`src/sv/ial_pkg.sv`:
```
// Shared types and constants for the indexed array list block.
// Used by ial_ram, ial_seq and indexed_array_list; depends on nothing else.
package ial_pkg;

    // Built depth of the entry store, the widths that follow from it, and the field widths.
    localparam int DEPTH = 64;
    localparam int AW    = $clog2(DEPTH);
    localparam int CW    = $clog2(DEPTH + 1);
    localparam int DW    = 32;
    localparam int MW    = 3;
    localparam int IW    = 6;
    localparam int SW    = 2;

    // Request operation codes.
    localparam logic [MW-1:0] MODE_APPEND = 3'd0;
    localparam logic [MW-1:0] MODE_INSERT = 3'd1;
    localparam logic [MW-1:0] MODE_EDIT   = 3'd2;
    localparam logic [MW-1:0] MODE_DELETE = 3'd3;
    localparam logic [MW-1:0] MODE_READ   = 3'd4;
    localparam logic [MW-1:0] MODE_FIND   = 3'd5;

    // Result status codes.
    localparam logic [SW-1:0] ST_OK       = 2'd0;
    localparam logic [SW-1:0] ST_OVERFLOW = 2'd1;
    localparam logic [SW-1:0] ST_BADINDEX = 2'd2;

    // Sequencer states.
    typedef enum logic [2:0] {
        S_IDLE,
        S_START,
        S_INS_SHIFT,
        S_INS_PUT,
        S_DEL_SHIFT,
        S_FIND,
        S_READ,
        S_RESULT
    } t_state;

    // One request as held by the sequencer.
    typedef struct packed {
        logic [MW-1:0]        mode;
        logic signed [DW-1:0] value;
        logic [IW-1:0]        index;
    } t_item;

    // Memory access issued by the sequencer for one cycle.
    typedef struct packed {
        logic          we;
        logic [AW-1:0] waddr;
        logic [DW-1:0] wdata;
        logic          re;
        logic [AW-1:0] raddr;
    } t_ram_req;

    // One result; the last member sits in the lowest bits.
    typedef struct packed {
        logic                 is_full;
        logic                 is_empty;
        logic [CW-1:0]        item_count;
        logic                 found;
        logic signed [DW-1:0] read_value;
        logic [SW-1:0]        status;
    } t_result;

endpackage

```
`src/sv/ial_ram.sv`:
```
// Entry store of the indexed array list: one write port and one read port.
// Read data is registered, so it appears in the cycle after the read. Uses ial_pkg.
module ial_ram (
    input  logic                      i_clk,
    input  ial_pkg::t_ram_req         i_req,
    output logic [ial_pkg::DW-1:0]    o_rdata
);

    logic [ial_pkg::DW-1:0] r_mem [ial_pkg::DEPTH];
    logic [ial_pkg::DW-1:0] r_rdata;

    // Write port.
    always_ff @(posedge i_clk) begin
        if (i_req.we) begin
            r_mem[i_req.waddr] <= i_req.wdata;
        end
    end

    // Registered read port.
    always_ff @(posedge i_clk) begin
        if (i_req.re) begin
            r_rdata <= r_mem[i_req.raddr];
        end
    end

    assign o_rdata = r_rdata;

endmodule

```
`src/sv/ial_seq.sv`:
```
// Request sequencer of the indexed array list: bounds checks, the fill count,
// and the read-then-write walks that shift or search the entry store.
// Uses ial_pkg; drives one ial_ram through a t_ram_req struct.
module ial_seq (
    input  logic                     i_clk,
    input  logic                     i_rst_n,
    input  logic                     i_item_valid,
    input  ial_pkg::t_item           i_item,
    output logic                     o_item_ready,
    input  logic [ial_pkg::CW-1:0]   i_cap,
    input  logic                     i_res_ready,
    output logic                     o_res_valid,
    output ial_pkg::t_result         o_res,
    output ial_pkg::t_ram_req        o_ram_req,
    input  logic [ial_pkg::DW-1:0]   i_ram_rdata
);

    ial_pkg::t_state            r_state, n_state;
    ial_pkg::t_item             r_item, n_item;
    logic [ial_pkg::CW-1:0]     r_count, n_count;
    logic [ial_pkg::CW-1:0]     r_ptr, n_ptr;
    logic [ial_pkg::SW-1:0]     r_status, n_status;
    logic [ial_pkg::DW-1:0]     r_rd, n_rd;
    logic                       r_found, n_found;

    logic [ial_pkg::CW-1:0]     w_eff_cap;
    logic                       w_full;
    logic [ial_pkg::CW-1:0]     w_idx;

    // Effective capacity saturates at the built depth.
    assign w_eff_cap = (i_cap > ial_pkg::CW'(ial_pkg::DEPTH)) ?
                       ial_pkg::CW'(ial_pkg::DEPTH) : i_cap;
    assign w_full    = (r_count >= w_eff_cap);
    assign w_idx     = ial_pkg::CW'(r_item.index);

    // Control state.
    always_ff @(posedge i_clk) begin
        if (!i_rst_n) begin
            r_state <= ial_pkg::S_IDLE;
            r_count <= '0;
        end else begin
            r_state <= n_state;
            r_count <= n_count;
        end
    end

    // Request payload and working registers.
    always_ff @(posedge i_clk) begin
        r_item   <= n_item;
        r_ptr    <= n_ptr;
        r_status <= n_status;
        r_rd     <= n_rd;
        r_found  <= n_found;
    end

    // Next state, memory accesses and result fields.
    always_comb begin
        n_state      = r_state;
        n_item       = r_item;
        n_count      = r_count;
        n_ptr        = r_ptr;
        n_status     = r_status;
        n_rd         = r_rd;
        n_found      = r_found;
        o_item_ready = 1'b0;
        o_res_valid  = 1'b0;
        o_ram_req    = '0;

        unique case (r_state)
            ial_pkg::S_IDLE: begin
                o_item_ready = 1'b1;
                if (i_item_valid) begin
                    n_item   = i_item;
                    n_status = ial_pkg::ST_OK;
                    n_rd     = '0;
                    n_found  = 1'b0;
                    n_state  = ial_pkg::S_START;
                end
            end

            ial_pkg::S_START: begin
                n_state = ial_pkg::S_RESULT;
                unique case (r_item.mode)
                    ial_pkg::MODE_APPEND: begin
                        if (w_full) begin
                            n_status = ial_pkg::ST_OVERFLOW;
                        end else begin
                            o_ram_req.we    = 1'b1;
                            o_ram_req.waddr = r_count[ial_pkg::AW-1:0];
                            o_ram_req.wdata = r_item.value;
                            n_count         = r_count + 1'b1;
                        end
                    end
                    ial_pkg::MODE_INSERT: begin
                        if (w_full) begin
                            n_status = ial_pkg::ST_OVERFLOW;
                        end else if (w_idx > r_count) begin
                            n_status = ial_pkg::ST_BADINDEX;
                        end else if (w_idx == r_count) begin
                            o_ram_req.we    = 1'b1;
                            o_ram_req.waddr = r_item.index;
                            o_ram_req.wdata = r_item.value;
                            n_count         = r_count + 1'b1;
                        end else begin
                            // Walk down from the top, moving each entry up one place.
                            o_ram_req.re    = 1'b1;
                            o_ram_req.raddr = ial_pkg::AW'(r_count - 1'b1);
                            n_ptr           = r_count;
                            n_state         = ial_pkg::S_INS_SHIFT;
                        end
                    end
                    ial_pkg::MODE_EDIT: begin
                        if (w_idx >= r_count) begin
                            n_status = ial_pkg::ST_BADINDEX;
                        end else begin
                            o_ram_req.we    = 1'b1;
                            o_ram_req.waddr = r_item.index;
                            o_ram_req.wdata = r_item.value;
                        end
                    end
                    ial_pkg::MODE_DELETE: begin
                        if (w_idx >= r_count) begin
                            n_status = ial_pkg::ST_BADINDEX;
                        end else if ((w_idx + 1'b1) >= r_count) begin
                            n_count = r_count - 1'b1;
                        end else begin
                            // Walk up from the index, moving each entry down one place.
                            o_ram_req.re    = 1'b1;
                            o_ram_req.raddr = ial_pkg::AW'(w_idx + 1'b1);
                            n_ptr           = w_idx;
                            n_state         = ial_pkg::S_DEL_SHIFT;
                        end
                    end
                    ial_pkg::MODE_READ: begin
                        if (w_idx >= r_count) begin
                            n_status = ial_pkg::ST_BADINDEX;
                        end else begin
                            o_ram_req.re    = 1'b1;
                            o_ram_req.raddr = r_item.index;
                            n_state         = ial_pkg::S_READ;
                        end
                    end
                    ial_pkg::MODE_FIND: begin
                        if (r_count != '0) begin
                            o_ram_req.re    = 1'b1;
                            o_ram_req.raddr = '0;
                            n_ptr           = '0;
                            n_state         = ial_pkg::S_FIND;
                        end
                    end
                    default: begin
                        // Unused codes do nothing and report ok.
                    end
                endcase
            end

            ial_pkg::S_INS_SHIFT: begin
                // The entry below r_ptr has arrived; store it one place higher.
                o_ram_req.we    = 1'b1;
                o_ram_req.waddr = r_ptr[ial_pkg::AW-1:0];
                o_ram_req.wdata = i_ram_rdata;
                if ((r_ptr - 1'b1) == w_idx) begin
                    n_state = ial_pkg::S_INS_PUT;
                end else begin
                    o_ram_req.re    = 1'b1;
                    o_ram_req.raddr = ial_pkg::AW'(r_ptr - ial_pkg::CW'(2));
                    n_ptr           = r_ptr - 1'b1;
                end
            end

            ial_pkg::S_INS_PUT: begin
                o_ram_req.we    = 1'b1;
                o_ram_req.waddr = r_item.index;
                o_ram_req.wdata = r_item.value;
                n_count         = r_count + 1'b1;
                n_state         = ial_pkg::S_RESULT;
            end

            ial_pkg::S_DEL_SHIFT: begin
                // The entry above r_ptr has arrived; store it one place lower.
                o_ram_req.we    = 1'b1;
                o_ram_req.waddr = r_ptr[ial_pkg::AW-1:0];
                o_ram_req.wdata = i_ram_rdata;
                if ((r_ptr + ial_pkg::CW'(2)) >= r_count) begin
                    n_count = r_count - 1'b1;
                    n_state = ial_pkg::S_RESULT;
                end else begin
                    o_ram_req.re    = 1'b1;
                    o_ram_req.raddr = ial_pkg::AW'(r_ptr + ial_pkg::CW'(2));
                    n_ptr           = r_ptr + 1'b1;
                end
            end

            ial_pkg::S_FIND: begin
                // Compare one stored entry per cycle, stopping at the first match.
                if (i_ram_rdata == r_item.value) begin
                    n_found = 1'b1;
                    n_state = ial_pkg::S_RESULT;
                end else if ((r_ptr + 1'b1) >= r_count) begin
                    n_state = ial_pkg::S_RESULT;
                end else begin
                    o_ram_req.re    = 1'b1;
                    o_ram_req.raddr = ial_pkg::AW'(r_ptr + 1'b1);
                    n_ptr           = r_ptr + 1'b1;
                end
            end

            ial_pkg::S_READ: begin
                n_rd    = i_ram_rdata;
                n_state = ial_pkg::S_RESULT;
            end

            ial_pkg::S_RESULT: begin
                o_res_valid = 1'b1;
                if (i_res_ready) begin
                    n_state = ial_pkg::S_IDLE;
                end
            end

            default: begin
                n_state = ial_pkg::S_IDLE;
            end
        endcase
    end

    // Result fields; the count and flags reflect the state after the operation.
    always_comb begin
        o_res.status     = r_status;
        o_res.read_value = r_rd;
        o_res.found      = r_found;
        o_res.item_count = r_count;
        o_res.is_empty   = (r_count == '0);
        o_res.is_full    = w_full;
    end

endmodule

```
`src/sv/indexed_array_list.sv`:
```
// Indexed array list: a packed list of up to 64 signed words in one memory.
// Requests are handled one at a time: insert and delete walk the entries between the index
// and the top, find compares entries from the bottom until a match. Walks move one entry a cycle;
// the next request is taken only after the result has been handed to the output register.
// Synchronous active-low reset empties the list and sets the capacity limit to 64.
module indexed_array_list (
    input  logic        i_clk,
    input  logic        i_rst_n,
    // Request channel.
    input  logic        s_axis_tvalid,
    output logic        s_axis_tready,
    input  logic [39:0] s_axis_tdata,   // value [31:0], index [37:32], zeros above
    input  logic [2:0]  s_axis_tuser,   // mode [2:0]
    // Result channel.
    output logic        m_axis_tvalid,
    input  logic        m_axis_tready,
    output logic [47:0] m_axis_tdata,   // status [1:0], read_value [33:2], found [34],
                                        // item_count [41:35], is_empty [42],
                                        // is_full [43], zeros above
    // Capacity limit write channel.
    input  logic        i_cfg_valid,
    output logic        o_cfg_ready,
    input  logic [6:0]  i_cfg_data
);

    logic [ial_pkg::CW-1:0] r_cap;
    ial_pkg::t_result       r_out;
    logic                   r_out_valid;

    ial_pkg::t_item         w_item;
    ial_pkg::t_result       w_res;
    logic                   w_res_valid;
    logic                   w_res_ready;
    ial_pkg::t_ram_req      w_ram_req;
    logic [ial_pkg::DW-1:0] w_ram_rdata;

    // Capacity limit register; writes are always taken.
    assign o_cfg_ready = 1'b1;

    always_ff @(posedge i_clk) begin
        if (!i_rst_n) begin
            r_cap <= ial_pkg::CW'(ial_pkg::DEPTH);
        end else if (i_cfg_valid) begin
            r_cap <= i_cfg_data;
        end
    end

    // Unpack the request.
    always_comb begin
        w_item.mode  = s_axis_tuser;
        w_item.value = s_axis_tdata[31:0];
        w_item.index = s_axis_tdata[37:32];
    end

    ial_seq u_seq (
        .i_clk        (i_clk),
        .i_rst_n      (i_rst_n),
        .i_item_valid (s_axis_tvalid),
        .i_item       (w_item),
        .o_item_ready (s_axis_tready),
        .i_cap        (r_cap),
        .i_res_ready  (w_res_ready),
        .o_res_valid  (w_res_valid),
        .o_res        (w_res),
        .o_ram_req    (w_ram_req),
        .i_ram_rdata  (w_ram_rdata)
    );

    ial_ram u_ram (
        .i_clk   (i_clk),
        .i_req   (w_ram_req),
        .o_rdata (w_ram_rdata)
    );

    // Output register: frees the sequencer as soon as a result is handed over.
    assign w_res_ready = !r_out_valid || m_axis_tready;

    always_ff @(posedge i_clk) begin
        if (!i_rst_n) begin
            r_out_valid <= 1'b0;
        end else if (w_res_valid && w_res_ready) begin
            r_out_valid <= 1'b1;
        end else if (m_axis_tready) begin
            r_out_valid <= 1'b0;
        end
    end

    always_ff @(posedge i_clk) begin
        if (w_res_valid && w_res_ready) begin
            r_out <= w_res;
        end
    end

    assign m_axis_tvalid = r_out_valid;
    assign m_axis_tdata  = {4'b0000, r_out};

    // The count in a result never exceeds the built depth.
    a_count_bound: assert property (@(posedge i_clk) disable iff (!i_rst_n)
        r_out_valid |-> (r_out.item_count <= ial_pkg::CW'(ial_pkg::DEPTH)))
        else $error("item count above depth");

    // The empty flag agrees with the count.
    a_empty_flag: assert property (@(posedge i_clk) disable iff (!i_rst_n)
        r_out_valid |-> (r_out.is_empty == (r_out.item_count == '0)))
        else $error("empty flag disagrees with count");

    // While idle with no request, the fill count does not move.
    a_idle_count: assert property (@(posedge i_clk) disable iff (!i_rst_n)
        (s_axis_tready && !s_axis_tvalid) |=> $stable(w_res.item_count))
        else $error("count changed while idle");

    // A result waits in the sequencer only while the output register is held.
    a_res_stall: assert property (@(posedge i_clk) disable iff (!i_rst_n)
        (w_res_valid && !w_res_ready) |-> (r_out_valid && !m_axis_tready))
        else $error("result stalled without back-pressure");

endmodule
```
`config.mk`:
```
export PLATFORM = sky130hd
export DESIGN_NAME = indexed_array_list
export DESIGN_NICKNAME = d
export VERILOG_FILES = /design/src/sv/ial_pkg.sv /design/src/sv/ial_ram.sv /design/src/sv/ial_seq.sv /design/src/sv/indexed_array_list.sv
export SDC_FILE = /design/constraint.sdc
export NUM_CORES = 2
export LEC_CHECK = 0
export ABC_CLOCK_PERIOD_IN_PS = 7100
export BUFFER_PORTS_ARGS = -buffer_cell sky130_fd_sc_hd__buf_2
export CORE_MARGIN = 8
export CORE_UTILIZATION = 25
export DETAILED_ROUTE_END_ITERATION = 16
export GPL_TIMING_DRIVEN = 0
export PLACE_DENSITY_LB_ADDON = 0.2
export SYNTH_ARGS = -nofsm -noshare
export SYNTH_HDL_FRONTEND = slang
export SYNTH_SLANG_ARGS = --single-unit
```
`constraint.sdc`:
```
create_clock -name i_clk -period 7.1 [get_ports i_clk]
set_input_delay 0.71 -clock i_clk [delete_from_list [all_inputs] [get_ports i_clk]]
set_output_delay 0.71 -clock i_clk [all_outputs]
set_load 0.1 [all_outputs]
```
==> results.py <==
metrics = {
    "floorplan": {
        "fp-row-count": 228,
        "die_y_um": 638,
        "num_io_pins": 106,
        "die_area_um2": 407000,
        "coreArea_um2": 385000,
        "die_w_um": 638,
        "start_util_pct": 25.1,
    },
    "place": {
        "dpl-instance-area_um2": 107000,
        "io_buffers": 97,
        "dp.cells": 12900,
        "post-dp-hpwl_mm": 286,
        "dp_slack_ns": -1.89,
        "globalplace.congestion": 0.957,
    },
    "logic_synthesis": {
        "syn_inst": 7583,
        "syn_avg_cell_area_um2": 12.7,
        "ys_ff_latch": 2225,
        "yosysWarnings": 0,
        "ys.flop_type": "edfxtp_1",
        "async_flop_share_pct": 0,
        "netlist_area_um2": 96600,
        "synth_edf_count": 2207,
        "yosysSeqAreaShare_pct": 69.0,
        "synth.distinct_cells": 84,
    },
    "setup_path": {
        "crit_chain": "clkbuf_1, clkbuf_2, inv_1, ha_1, or3b_4, o31ai_4, o2111ai_1, o31a_2, nor3_1, o21a_1, buf_2, buf_2, buf_4, mux2i_1, a221oi_1, a31oi_1, nor4_2",
        "cpMostUsedCell": "buf_2",
        "cp.arrival_ns": 7.83,
        "start_kind": "register",
        "endpoint_kind": "register",
        "cpPeakStageDelay_ns": 0.64,
        "worstPathRequired_ns": 7.77,
        "cp_slowest_cell": "a221oi_1",
        "worstSetupPathType": "register to register",
        "reg2reg_slack_ns": -0.06,
        "path_max_fanout": 10,
        "rr_worst_depth": 17,
    },
    "clock_tree": {
        "cts_tree": "done",
        "clkTransAtPathRegs_ns": 0.06,
        "clk_latency_ns": 0.95,
        "cts.path.max_buffers": 4,
        "ctsHtreeMaxLevel": 4,
        "cts.sinks": 2225,
        "cts_buffers": 244,
        "ctsRootBufferMaster": "clkbuf_16",
    },
    "sta": {
        "setup_viol": 2,
        "fmax_ghz": 0.140,
        "fin_crit_sh_pct": 101,
        "final.setup.worst_slack_ns": -0.0599,
        "slew_headroom_pct": 1.09,
        "skew_ns": 0.0875,
        "min_period_ns": 7.16,
        "worstMarginPinSlew_ns": 1.48,
        "hold_viol": 0,
        "rsz0062_at_grt": "yes",
        "timing.hold.ws_ns": 0.0732,
        "slew_viol_final": 0,
    },
    "min_path": {
        "whs_path_depth": 3,
        "min_path_type": "input pin to register",
    },
    "run_status": {
        "outcome": "finished, violations left",
        "violations": "max-capacitance violations, negative setup slack",
    },
    "global_routing": {
        "grt_pass1_vias": 68400,
        "grt_use_total_pct": 18.9,
        "grt_pass1_wl_mm": 551,
        "antenna_found_initial": 41,
        "grt_overflow": 0,
        "grt_max_degree": 65,
    },
    "drt": {
        "drc": 0,
        "vias_per_cell": 5.30,
        "wire_per_inst_um": 30.1,
        "routed_wl_mm": 402,
        "drt_iter0_drc": 9585,
        "dr.pass1.iters": 6,
        "ant_nets": 0,
        "num_vias": 71000,
    },
    "final_layout": {
        "syn2layout_area_growth_pct": 19.6,
        "final_cell_mix": "edfxtp_1 (2207), nand2_1 (1423), nand3_1 (854)",
        "finalInstanceArea_um2": 116000,
        "nFillCells": 38700,
        "ff_latch_area_um2": 66600,
        "layout_commonest_cell": "edfxtp_1",
        "drive_gt1_share_pct": 12.2,
        "nets": 8205,
        "multi_input_area_um2": 28600,
        "final_cells": 13400,
    },
    "flow_run": {
        "maxCapViolations": 1,
    },
    "pwr": {
        "p_per_area_nw_per_um2": 491,
        "leakage_nw": 38.0,
        "vdd_ir_drop_max_v": 0.000377,
    },
}
==> synth_stat cells, drive strengths merged, types with 28 or more instances <==
cell type     n  area (µm²)
nor3         84         464
mux2i        30         300
and3         75         469
o21ai        28         140
a22o         36         315
a31oi        63         394
and2         48         300
nand3       857        4300
xor2         45         394
o22ai       117         732
ha           43         538
nand4        63         394
a21oi       639        3200
nand2      1425        5350
nor2        121         457
edfxtp     2207       66300
o22a        230        2010
o221a        28         315
nor4         46         307
buf         246        1230
a221o       464        4640
clkbuf      390        1460
a311oi       36         315
==> critical path, delay by kind of cell, from the launching register on <==
family | cells | cell delay, ns
AO/OA/AOI/OAI | 6 | 2.20
adder cells (fa/ha/maj) | 1 | 0.38
buffers and inverters | 6 | 2.49
flip-flops | 1 | 0.42
multiplexers | 1 | 0.12
AND/OR/NAND/NOR | 3 | 1.25
==> through the flow <==
stage	total power, mW	TNS (ns)	util, %
after floorplan	30.7	0	-
after CTS	56.5	-0.359	30.0
after global routing	58.4	-0.0654	30.0
final	56.8	-0.106	30.0
after detailed placement	43.8	-65.84	27.8
after global placement	42.8	-4505.15	26.9
==> registers in the layout, indices dropped and copies added, names as in the netlist, 7 cells and up <==
name	count
m_axis_tdata	44
r_cap	7
u_ram.o_rdata	32
u_ram.r_mem	2048
u_seq.r_count	7
u_seq.r_item	41
u_seq.r_ptr	7
u_seq.r_rd	32
==> path summary, 6_finish.rpt <==
path	endpoint	start
worst max-delay path	u_ram.o_rdata[4]	u_seq.r_ptr[0]
worst min-delay path	r_cap[4]	i_cfg_data[4]
worst max register to register	u_ram.o_rdata[4]	u_seq.r_ptr[0]
worst min register to register	m_axis_tdata[3]	u_seq.r_rd[1]
==> cell families (layout without fill, tap and decap cells) <==
kind of cell    count (synthesis)  count (layout)  share of synthesized area, %
buf+inv                       660            1382                          2.88
compound gates               1771            1771                          13.7
simple gates                 2779            2779                          12.9
other cells                     2              28                       0.00777
mux                            37              37                         0.427
flops                        2225            2225                          69.0
fa+ha+maj                      43              43                         0.557
xor+xnor                       66              66                         0.612
==> metal layers <==
metal | GRT usage (%) | vias up | share of wire [%]
li1 | - | 30600 | -
met2 | 29.2 | 3503 | 44
met1 | 25.6 | 36200 | 43
met3 | 4.10 | 661 | 8.4
met4 | 7.69 | 2 | 4.7
met5 | 0 | - | 0.0027
==> what timing repair did <==
| item | 4_1_cts | 5_1_grt |
|---|---|---|
| gates resized for setup | 94 | 91 |
| endpoints found under the setup margin | 66 | 31 |
| gates cloned | 0 | 0 |
| setup buffers | 3 | 0 |
| pin swaps | 2 | 0 |
| hold endpoints to repair | 45 | 0 |
| hold buffers | 45 | 0 |
==> area by class of cell <==
cell class                 instances  share of cell area, %
multi-input combinational       4701                   24.7
inverter                          24                 0.0779
tap                             5060                   5.48
timing repair buffer             276                   3.07
sequential                      2225                   57.6
clock buffer                     299                   5.54
buffer                           635                   2.45
antenna                           23                 0.0498
clock inverter                   148                   1.00
==> power breakdown <==
part | total (mW) | switching (mW) | internal (mW)
clock network | 12.4 | 5.41 | 7.01
registers | 18.1 | 0.783 | 17.3
logic | 26.3 | 18.9 | 7.34
total | 56.8 | 25.1 | 31.7
No activity file was read; power rests on OpenSTA's default activity.
